--- config.mk ---
export PLATFORM = sky130hd
export DESIGN_NAME = quoted_printable_mail_encoder
export DESIGN_NICKNAME = d
export VERILOG_FILES = /design/src/sv/qpe_pkg.sv /design/src/sv/qpe_front.sv /design/src/sv/qpe_jobq.sv /design/src/sv/qpe_back.sv /design/src/sv/quoted_printable_mail_encoder.sv
export SDC_FILE = /design/constraint.sdc
export NUM_CORES = 1
export LEC_CHECK = 0
export CORE_MARGIN = 2
export CORE_UTILIZATION = 40
export DETAILED_ROUTE_END_ITERATION = 8
export DONT_BUFFER_PORTS = 1
export HOLD_SLACK_MARGIN = 0.15
export REMOVE_ABC_BUFFERS = 1
export SYNTH_ARGS = -nofsm -noshare
export SYNTH_HDL_FRONTEND = slang
export SYNTH_HIERARCHICAL = 1
export SYNTH_SLANG_ARGS = --single-unit
--- constraint.sdc ---
create_clock -name clk -period 8.6 [get_ports clk]
set_input_delay 0 -clock clk [delete_from_list [all_inputs] [get_ports clk]]
set_output_delay 0 -clock clk [all_outputs]
set_load 0.1 [all_outputs]
--- src/sv/qpe_pkg.sv ---
// Shared types, byte codes and helpers for the quoted-printable encoder.
// No dependencies; every other file imports this package.
package qpe_pkg;

	localparam int SOFT_BREAK_COLUMN_DEF = 75;
	localparam int JOBQ_DEPTH_DEF        = 4;
	localparam int COL_W                 = 7;
	localparam int JOB_BYTES             = 6;
	localparam int CNT_W                 = 3;
	localparam int BREAK_LEN             = 3;

	localparam logic [7:0] CH_NUL   = 8'h00;
	localparam logic [7:0] CH_TAB   = 8'h09;
	localparam logic [7:0] CH_LF    = 8'h0A;
	localparam logic [7:0] CH_CR    = 8'h0D;
	localparam logic [7:0] CH_SP    = 8'h20;
	localparam logic [7:0] CH_DASH  = 8'h2D;
	localparam logic [7:0] CH_DOT   = 8'h2E;
	localparam logic [7:0] CH_EQ    = 8'h3D;
	localparam logic [7:0] PRINT_LO = 8'd33;
	localparam logic [7:0] PRINT_HI = 8'd126;

	typedef enum logic [2:0] {
		CLS_SWALLOW,
		CLS_NEWLINE,
		CLS_DOT,
		CLS_LITERAL,
		CLS_ESCAPE
	} qpe_cls_t;

	typedef struct packed {
		logic [7:0] text_byte;
		logic [7:0] next_byte;
	} qpe_in_t;

	typedef struct packed {
		logic [7:0] out_byte;
		logic       byte_valid;
		logic       run_last;
		logic       text_done;
		logic       qp_used;
	} qpe_out_t;

	// one accepted item's worth of output; cnt == 0 marks an end-only marker
	typedef struct packed {
		logic [JOB_BYTES-1:0][7:0] bytes;
		logic [CNT_W-1:0]          cnt;
		logic                      last;
		logic                      qp;
	} qpe_job_t;

	function automatic logic [7:0] hex_digit(input logic [3:0] n);
		logic [7:0] r;
		if (n < 4'd10) begin
			r = 8'h30 + {4'h0, n};
		end else begin
			r = 8'h37 + {4'h0, n};
		end
		return r;
	endfunction

endpackage

--- src/sv/qpe_front.sv ---
// Front end: accepts text items, classifies them, tracks column and line state,
// and builds at most one output job per item. Depends on qpe_pkg.
module qpe_front import qpe_pkg::*; #(
	parameter int SOFT_BREAK_COLUMN = SOFT_BREAK_COLUMN_DEF
) (
	input  logic     clk,
	input  logic     arst_n,
	input  logic     push,
	input  qpe_in_t  text,
	input  logic     jobq_full,
	output logic     job_push,
	output qpe_job_t job
);

	localparam logic [COL_W-1:0] BREAK_COL  = COL_W'(SOFT_BREAK_COLUMN);
	localparam logic [COL_W-1:0] ESC_LIMIT  = COL_W'(SOFT_BREAK_COLUMN - 3);

	logic [COL_W-1:0] column_q;
	logic             skip_lf_q;
	logic             esc_seen_q;

	logic             accept;
	logic [7:0]       b;
	logic [7:0]       nx;
	logic             last;
	logic             swallow;
	logic             pre_brk;
	logic             esc_brk;
	logic             brk;
	logic             literal;
	qpe_cls_t         cls;
	logic [COL_W-1:0] col0;
	logic [COL_W-1:0] col_next;
	logic             esc_next;
	logic [2:0][7:0]  body;
	logic [CNT_W-1:0] body_n;

	assign accept = push & ~jobq_full;
	assign b      = text.text_byte;
	assign nx     = text.next_byte;
	assign last   = (nx == CH_NUL);

	assign swallow = (b == CH_LF) & skip_lf_q;
	assign pre_brk = ~swallow & (column_q >= BREAK_COL);
	assign col0    = pre_brk ? '0 : column_q;

	always_comb begin
		literal = 1'b0;
		if (b >= PRINT_LO && b <= PRINT_HI && b != CH_EQ && b != CH_DASH) begin
			literal = 1'b1;
		end else if (b == CH_DASH) begin
			literal = !(col0 == '0 && nx == CH_DASH);
		end else if (b == CH_TAB || b == CH_SP) begin
			literal = (nx != CH_NUL) && (nx != CH_LF) && (nx != CH_CR);
		end
	end

	always_comb begin
		if (swallow) begin
			cls = CLS_SWALLOW;
		end else if (b == CH_CR || b == CH_LF) begin
			cls = CLS_NEWLINE;
		end else if (b == CH_DOT) begin
			cls = CLS_DOT;
		end else if (literal) begin
			cls = CLS_LITERAL;
		end else begin
			cls = CLS_ESCAPE;
		end
	end

	// an escape never needs both breaks: after a leading break col0 is zero
	assign esc_brk = (cls == CLS_ESCAPE) && (col0 > ESC_LIMIT);
	assign brk     = pre_brk | esc_brk;

	always_comb begin
		body     = '0;
		body_n   = '0;
		col_next = column_q;
		esc_next = esc_seen_q | pre_brk;
		case (cls)
			CLS_SWALLOW: begin
				col_next = column_q;
			end
			CLS_NEWLINE: begin
				body[0]  = CH_CR;
				body[1]  = CH_LF;
				body_n   = CNT_W'(2);
				col_next = '0;
			end
			CLS_DOT: begin
				body[0] = CH_DOT;
				body[1] = CH_DOT;
				if (col0 == '0) begin
					body_n   = CNT_W'(2);
					col_next = COL_W'(2);
				end else begin
					body_n   = CNT_W'(1);
					col_next = col0 + COL_W'(1);
				end
			end
			CLS_LITERAL: begin
				body[0]  = b;
				body_n   = CNT_W'(1);
				col_next = col0 + COL_W'(1);
			end
			CLS_ESCAPE: begin
				body[0]  = CH_EQ;
				body[1]  = hex_digit(b[7:4]);
				body[2]  = hex_digit(b[3:0]);
				body_n   = CNT_W'(3);
				col_next = (esc_brk ? '0 : col0) + COL_W'(3);
				esc_next = 1'b1;
			end
			default: begin
				col_next = column_q;
			end
		endcase
	end

	always_comb begin
		job       = '0;
		job.last  = last;
		job.qp    = esc_next;
		if (brk) begin
			job.bytes[0] = CH_EQ;
			job.bytes[1] = CH_CR;
			job.bytes[2] = CH_LF;
			job.bytes[3] = body[0];
			job.bytes[4] = body[1];
			job.bytes[5] = body[2];
			job.cnt      = body_n + CNT_W'(BREAK_LEN);
		end else begin
			job.bytes[0] = body[0];
			job.bytes[1] = body[1];
			job.bytes[2] = body[2];
			job.cnt      = body_n;
		end
	end

	// a swallowed LF mid-text leaves nothing to deliver
	assign job_push = accept & ((job.cnt != '0) | last);

	always_ff @(posedge clk or negedge arst_n) begin
		if (!arst_n) begin
			column_q   <= '0;
			skip_lf_q  <= 1'b0;
			esc_seen_q <= 1'b0;
		end else if (accept) begin
			if (last) begin
				column_q   <= '0;
				skip_lf_q  <= 1'b0;
				esc_seen_q <= 1'b0;
			end else begin
				column_q   <= col_next;
				skip_lf_q  <= (cls == CLS_NEWLINE) && (b == CH_CR);
				esc_seen_q <= esc_next;
			end
		end
	end

endmodule

--- src/sv/qpe_jobq.sv ---
// Short job queue between the front end and the byte serializer.
// Depends on qpe_pkg.
module qpe_jobq import qpe_pkg::*; #(
	parameter int DEPTH = JOBQ_DEPTH_DEF
) (
	input  logic     clk,
	input  logic     arst_n,
	input  logic     wr,
	input  qpe_job_t wdata,
	output logic     full,
	input  logic     rd,
	output qpe_job_t rdata,
	output logic     empty
);

	localparam int PTR_W = (DEPTH > 1) ? $clog2(DEPTH) : 1;
	localparam int FILL_W = $clog2(DEPTH + 1);
	localparam logic [PTR_W-1:0]  LAST_SLOT = PTR_W'(DEPTH - 1);
	localparam logic [FILL_W-1:0] FULL_FILL = FILL_W'(DEPTH);

	qpe_job_t          slots_q [DEPTH];
	logic [PTR_W-1:0]  wr_ptr_q;
	logic [PTR_W-1:0]  rd_ptr_q;
	logic [FILL_W-1:0] fill_q;
	logic              do_wr;
	logic              do_rd;

	assign full  = (fill_q == FULL_FILL);
	assign empty = (fill_q == '0);
	assign do_wr = wr & ~full;
	assign do_rd = rd & ~empty;
	assign rdata = slots_q[rd_ptr_q];

	always_ff @(posedge clk) begin
		if (do_wr) begin
			slots_q[wr_ptr_q] <= wdata;
		end
	end

	always_ff @(posedge clk or negedge arst_n) begin
		if (!arst_n) begin
			wr_ptr_q <= '0;
			rd_ptr_q <= '0;
			fill_q   <= '0;
		end else begin
			if (do_wr) begin
				wr_ptr_q <= (wr_ptr_q == LAST_SLOT) ? '0 : wr_ptr_q + PTR_W'(1);
			end
			if (do_rd) begin
				rd_ptr_q <= (rd_ptr_q == LAST_SLOT) ? '0 : rd_ptr_q + PTR_W'(1);
			end
			if (do_wr && !do_rd) begin
				fill_q <= fill_q + FILL_W'(1);
			end else if (do_rd && !do_wr) begin
				fill_q <= fill_q - FILL_W'(1);
			end
		end
	end

endmodule

--- src/sv/qpe_back.sv ---
// Back end: walks the job at the queue head one byte per pop and presents
// each as a result item. Depends on qpe_pkg.
module qpe_back import qpe_pkg::*; (
	input  logic     clk,
	input  logic     arst_n,
	input  qpe_job_t job,
	input  logic     job_avail,
	output logic     job_take,
	input  logic     pop,
	output logic     empty,
	output qpe_out_t code
);

	logic [CNT_W-1:0] idx_q;
	logic             marker;
	logic             fin;

	assign marker = (job.cnt == '0);
	assign fin    = marker | (idx_q == job.cnt - CNT_W'(1));
	assign empty  = ~job_avail;

	always_comb begin
		code            = '0;
		code.byte_valid = ~marker;
		code.out_byte   = marker ? CH_NUL : job.bytes[idx_q];
		code.run_last   = fin;
		code.text_done  = fin & job.last;
		code.qp_used    = fin & job.last & job.qp;
	end

	assign job_take = pop & job_avail & fin;

	always_ff @(posedge clk or negedge arst_n) begin
		if (!arst_n) begin
			idx_q <= '0;
		end else if (pop && job_avail) begin
			idx_q <= fin ? '0 : idx_q + CNT_W'(1);
		end
	end

endmodule

--- src/sv/quoted_printable_mail_encoder.sv ---
// Top level of the quoted-printable mail encoder: front end, job queue, back end.
// Depends on qpe_pkg, qpe_front, qpe_jobq, qpe_back.
//
//   channel   handshake      payload    direction
//   text      push / full    qpe_in_t   in: text byte plus lookahead byte
//   code      pop / empty    qpe_out_t  out: one encoded byte or end marker
//
// The front end takes one item per cycle unless full is set; it computes the
// whole expansion (up to six bytes) in that cycle and writes it as one job into
// the queue. The back end hands out one result byte per cycle while pop is held,
// so escapes (3 or 6 bytes) stall input through full once the JOBQ_DEPTH job
// slots fill. Jobs are registered in the queue before the back end sees them.
// Reset clears column, line state and queue at once; no clearing pass is needed.
module quoted_printable_mail_encoder import qpe_pkg::*; #(
	parameter int SOFT_BREAK_COLUMN = SOFT_BREAK_COLUMN_DEF,
	parameter int JOBQ_DEPTH        = JOBQ_DEPTH_DEF
) (
	input  logic     clk,
	input  logic     arst_n,
	input  logic     push,
	output logic     full,
	input  qpe_in_t  text,
	input  logic     pop,
	output logic     empty,
	output qpe_out_t code
);

	qpe_job_t job_in;
	qpe_job_t job_head;
	logic     job_push;
	logic     job_take;
	logic     q_full;
	logic     q_empty;

	assign full = q_full;

	qpe_front #(
		.SOFT_BREAK_COLUMN(SOFT_BREAK_COLUMN)
	) u_front (
		.clk       (clk),
		.arst_n    (arst_n),
		.push      (push),
		.text      (text),
		.jobq_full (q_full),
		.job_push  (job_push),
		.job       (job_in)
	);

	qpe_jobq #(
		.DEPTH(JOBQ_DEPTH)
	) u_jobq (
		.clk    (clk),
		.arst_n (arst_n),
		.wr     (job_push),
		.wdata  (job_in),
		.full   (q_full),
		.rd     (job_take),
		.rdata  (job_head),
		.empty  (q_empty)
	);

	qpe_back u_back (
		.clk       (clk),
		.arst_n    (arst_n),
		.job       (job_head),
		.job_avail (~q_empty),
		.job_take  (job_take),
		.pop       (pop),
		.empty     (empty),
		.code      (code)
	);

endmodule

==> impl_metrics.csv <==
group,metric,value,unit
route,vias,6020,
floorplanning,die_x,168,um
floorplanning,num_rows,60,
global_routing,antenna_found_initial,0,
clock_network,clkSinkCount,231,
critical_path,start_kind,"primary input",
clock_network,cts_tree,"done",
global_routing,grt_usage,17.5,%
placement,pre_cts_ws,2.84,ns
job,drv_cap,0,
cells_and_area,fin_nets,742,
critical_path,crit_slowest_cell,"and2_2",
cells_and_area,register_area,6850,sq um
floorplanning,start_util,40.4,%
timing,skew,0.00935,ns
route,firstDrtPassIters,5,
floorplanning,core,26700,sq um
synthesis,yosysUniqueCellTypes,80,
synthesis,ys_dominant_reg_cell,"edfxtp_1",
timing,hold_viol_final,0,
critical_path,worst_path_most_repeated_cell,"ha_1",
power_and_ir_drop,ir_drop,145,uV
clock_network,postCtsSetupBuffers,0,
timing,rsz0062_at_grt,"false",
critical_path,crit_path_end_kind,"flip-flop",
floorplanning,die-area,28300,sq um
synthesis,async_flop_share,8.23,%
timing,fin_crit,5.77,ns
global_routing,grt_pass1_vias,6285,
synthesis,synth_seq_cells,231,
route,drt-vias-per-instance,5.68,
cells_and_area,areaGrowthSynthToFinish,11.6,%
run_status,outcome,"finished, final reports clean",
power_and_ir_drop,leakage,4.07,nW
route,drc,0,
timing,relSlewSlack,25.1,%
clock_network,numCtsBuffers,25,
global_routing,grt_pass1_wl,37800,um
route,drt-initial-drc-count,502,
clock_network,cts_max_level,1,
critical_path,critPathKind,"in -> reg",
critical_path,worstPathMaxFanout,33,
synthesis,synth_edf_count,212,
synthesis,netlist_instances,679,
critical_path,path_cells,"dlygate4sd3_1 > inv_1 > ha_1 > and4bb_2 > a31oi_4 > nand2_1 > nand2_1 > ha_1 > nand2b_1 > nor4b_1 > a31oi_4 > o2bb2ai_4 > and2_1 > o21ai_0 > ha_1 > inv_1 > nor2_1 > mux2_2 > a31oi_1 > nor2b_4 > and2_2 > buf_4",
placement,post-dp-hpwl,15800,um
synthesis,netlist_area,10800,sq um
timing,setup_slack,2.83,ns
cells_and_area,final_cell_mix,"edfxtp_1 (212), mux4_2 (58), nor2_1 (55)",
placement,io_buffer_count,0,
critical_path,crit_required,8.80,ns
route,drtAntennaViolNets,0,
timing,final_max_slew_viol_count,0,
synthesis,seq_area_frac_synth,63.4,%
floorplanning,die_h,168,um
clock_network,clk_latency,0.53,ns
route,wirelength,24300,um
critical_path,max_stage_delay,0.77,ns
floorplanning,ioPinCount,34,
synthesis,avgSynthCellArea,15.9,sq um
clock_network,post_cts_resized,0,
cells_and_area,post-route-util,45.0,%
cells_and_area,nFillCells,2345,
cells_and_area,multi_input_area,3600,sq um
cells_and_area,final_common_cell,"edfxtp_1",
global_routing,grt_start_max_net_pins,54,
critical_path,arrival,5.97,ns
power_and_ir_drop,p_per_area,351,nW/um^2
timing,setup_violations,0,
route,wire_per_inst,22.9,um
clock_network,cts.clk_slew.worst_paths,0.06,ns
cells_and_area,layout-drive-gt1-share,20.4,%
timing,fin_setup_tns,0,ns
cells_and_area,num_antenna_cells,0,
hold_path,hp-class,"in -> reg",
timing,fmax,173,MHz
clock_network,clock_tree.root_cell,"clkbuf_16",
timing,worst_slew_pin_slew,1.12,ns
clock_network,cts_max_path_buffers,3,
synthesis,synth-warning-count,6,
timing,period_share,67.1,%
global_routing,grt_remaining_overflow,0,
placement,gp_congestion,0.833,
==> through the flow <==
stage | instance area (sq um) | std cells | hold slack [ns] | total power, mW
final | 12000 | 1060 | 0.183 | 4.23
after global routing | 12000 | 1060 | 0.203 | 4.44
after CTS | 12000 | 1060 | 0.154 | 4.29
after detailed placement | 11000 | 995 | -0.294 | 3.25
after global placement | 11000 | 995 | -0.294 | 3.22
after floorplan | 10500 | 642 | -0.296 | 2.90
==> path summary, 6_finish.rpt <==
check	slack, ns	start	depth (start not counted)	end
min	0.18	text[15]	4	u_front/column_q[3]
min reg2reg	0.54	u_jobq/fill_q[2]	1	u_jobq/fill_q[2]
max	2.83	text[13]	22	u_jobq/slots_q[2][43]
max reg2reg	2.86	u_front/column_q[3]	19	u_jobq/slots_q[2][43]
min in group asynchronous	0.65	arst_n	2	u_back/idx_q[0]
max in group asynchronous	7.23	arst_n	2	u_jobq/rd_ptr_q[0]
==> metal layers <==
layer  up-vias  GRT usage (%)  share of wire, %
met4         0           6.11               3.3
met1      3078           22.7                41
li1       2709              -                 -
met2       189           30.2                50
met3        44           2.52               5.1
met5         -              0                 0
==> critical path, delay by kind of cell <==
kind	cells	cell delay, ns
AOI/OAI and AO/OA	5	1.01
adders and majority gates	3	0.70
buffers and inverters	4	1.22
muxes	1	0.27
and+or+nand+nor	9	2.73
==> cell usage after synthesis (all sizes together), types with 2 or more instances <==
| master | n | area, sq um |
|---|---|---|
| inv | 23 | 86.3 |
| or2 | 2 | 12.5 |
| a2111oi | 4 | 47.6 |
| a21o | 2 | 15.0 |
| nor4b | 2 | 17.5 |
| mux4 | 61 | 1390 |
| xor2 | 5 | 43.8 |
| ha | 20 | 250 |
| a2bb2oi | 2 | 23.8 |
| mux2i | 9 | 90.1 |
| nand2b | 3 | 18.8 |
| o31ai | 3 | 27.5 |
| nand2 | 35 | 131 |
| nor3 | 13 | 76.3 |
| buf | 31 | 273 |
| a22o | 2 | 17.5 |
| mux2 | 6 | 78.8 |
| and4b | 2 | 20.0 |
| and2 | 8 | 53.8 |
| and3 | 2 | 13.8 |
| nor4 | 4 | 25.0 |
| nand4 | 7 | 43.8 |
| a31oi | 8 | 80.1 |
| nor2 | 65 | 246 |
| xnor2 | 7 | 61.3 |
| a21oi | 23 | 126 |
| edfxtp | 212 | 6370 |
| o211ai | 4 | 30.0 |
| o311ai | 2 | 17.5 |
| nor3b | 2 | 37.5 |
| o21ai | 29 | 145 |
| o41ai | 2 | 17.5 |
| dfrtp | 19 | 475 |
| o21a | 5 | 37.5 |
| nor2b | 5 | 38.8 |
| a311oi | 2 | 17.5 |
| nand3 | 16 | 85.1 |
| clkbuf | 11 | 41.3 |
==> logic make-up (layout without fill, tap and decap cells) <==
group,Yosys count,count (layout),share of synthesized area (%)
AOI/OAI and AO/OA,101,101,6.81
xor gates and xnor gates,12,12,0.974
adders and majority gates,21,21,2.51
buffers and inverters,65,100,3.71
DFF,231,231,63.4
muxes,76,76,14.4
other,1,6,0.0348
and+or+nand+nor,172,172,8.12
==> power breakdown <==
part | internal, mW | total, mW | switching (mW)
registers | 1.48 | 1.62 | 0.140
logic | 0.542 | 1.58 | 1.04
clock network | 0.600 | 1.02 | 0.423
total | 2.63 | 4.23 | 1.60
==> sequential cells by signal (all words and copies together) (netlist names) <==
name,flops
u_jobq/rd_ptr_q,2
u_front/column_q,7
u_jobq/slots_q,212
u_back/idx_q,3
u_front/esc_seen_q,1
u_jobq/wr_ptr_q,2
u_jobq/fill_q,3
u_front/skip_lf_q,1
==> area by class of cell <==
| class | count | share of cell area [%] |
|---|---|---|
| Tap cell | 341 | 3.54 |
| Timing Repair Buffer | 32 | 2.41 |
| Sequential cell | 231 | 56.9 |
| Clock buffer | 31 | 5.38 |
| Multi-Input combinational cell | 388 | 29.9 |
| Inverter | 23 | 0.717 |
| Clock inverter | 14 | 1.19 |
==> what timing repair did <==
action                                  CTS  global route
hold endpoints to repair                177             0
hold buffers                             20             0
endpoints found under the setup margin    0             0
Power figures use the tool's default switching activity.
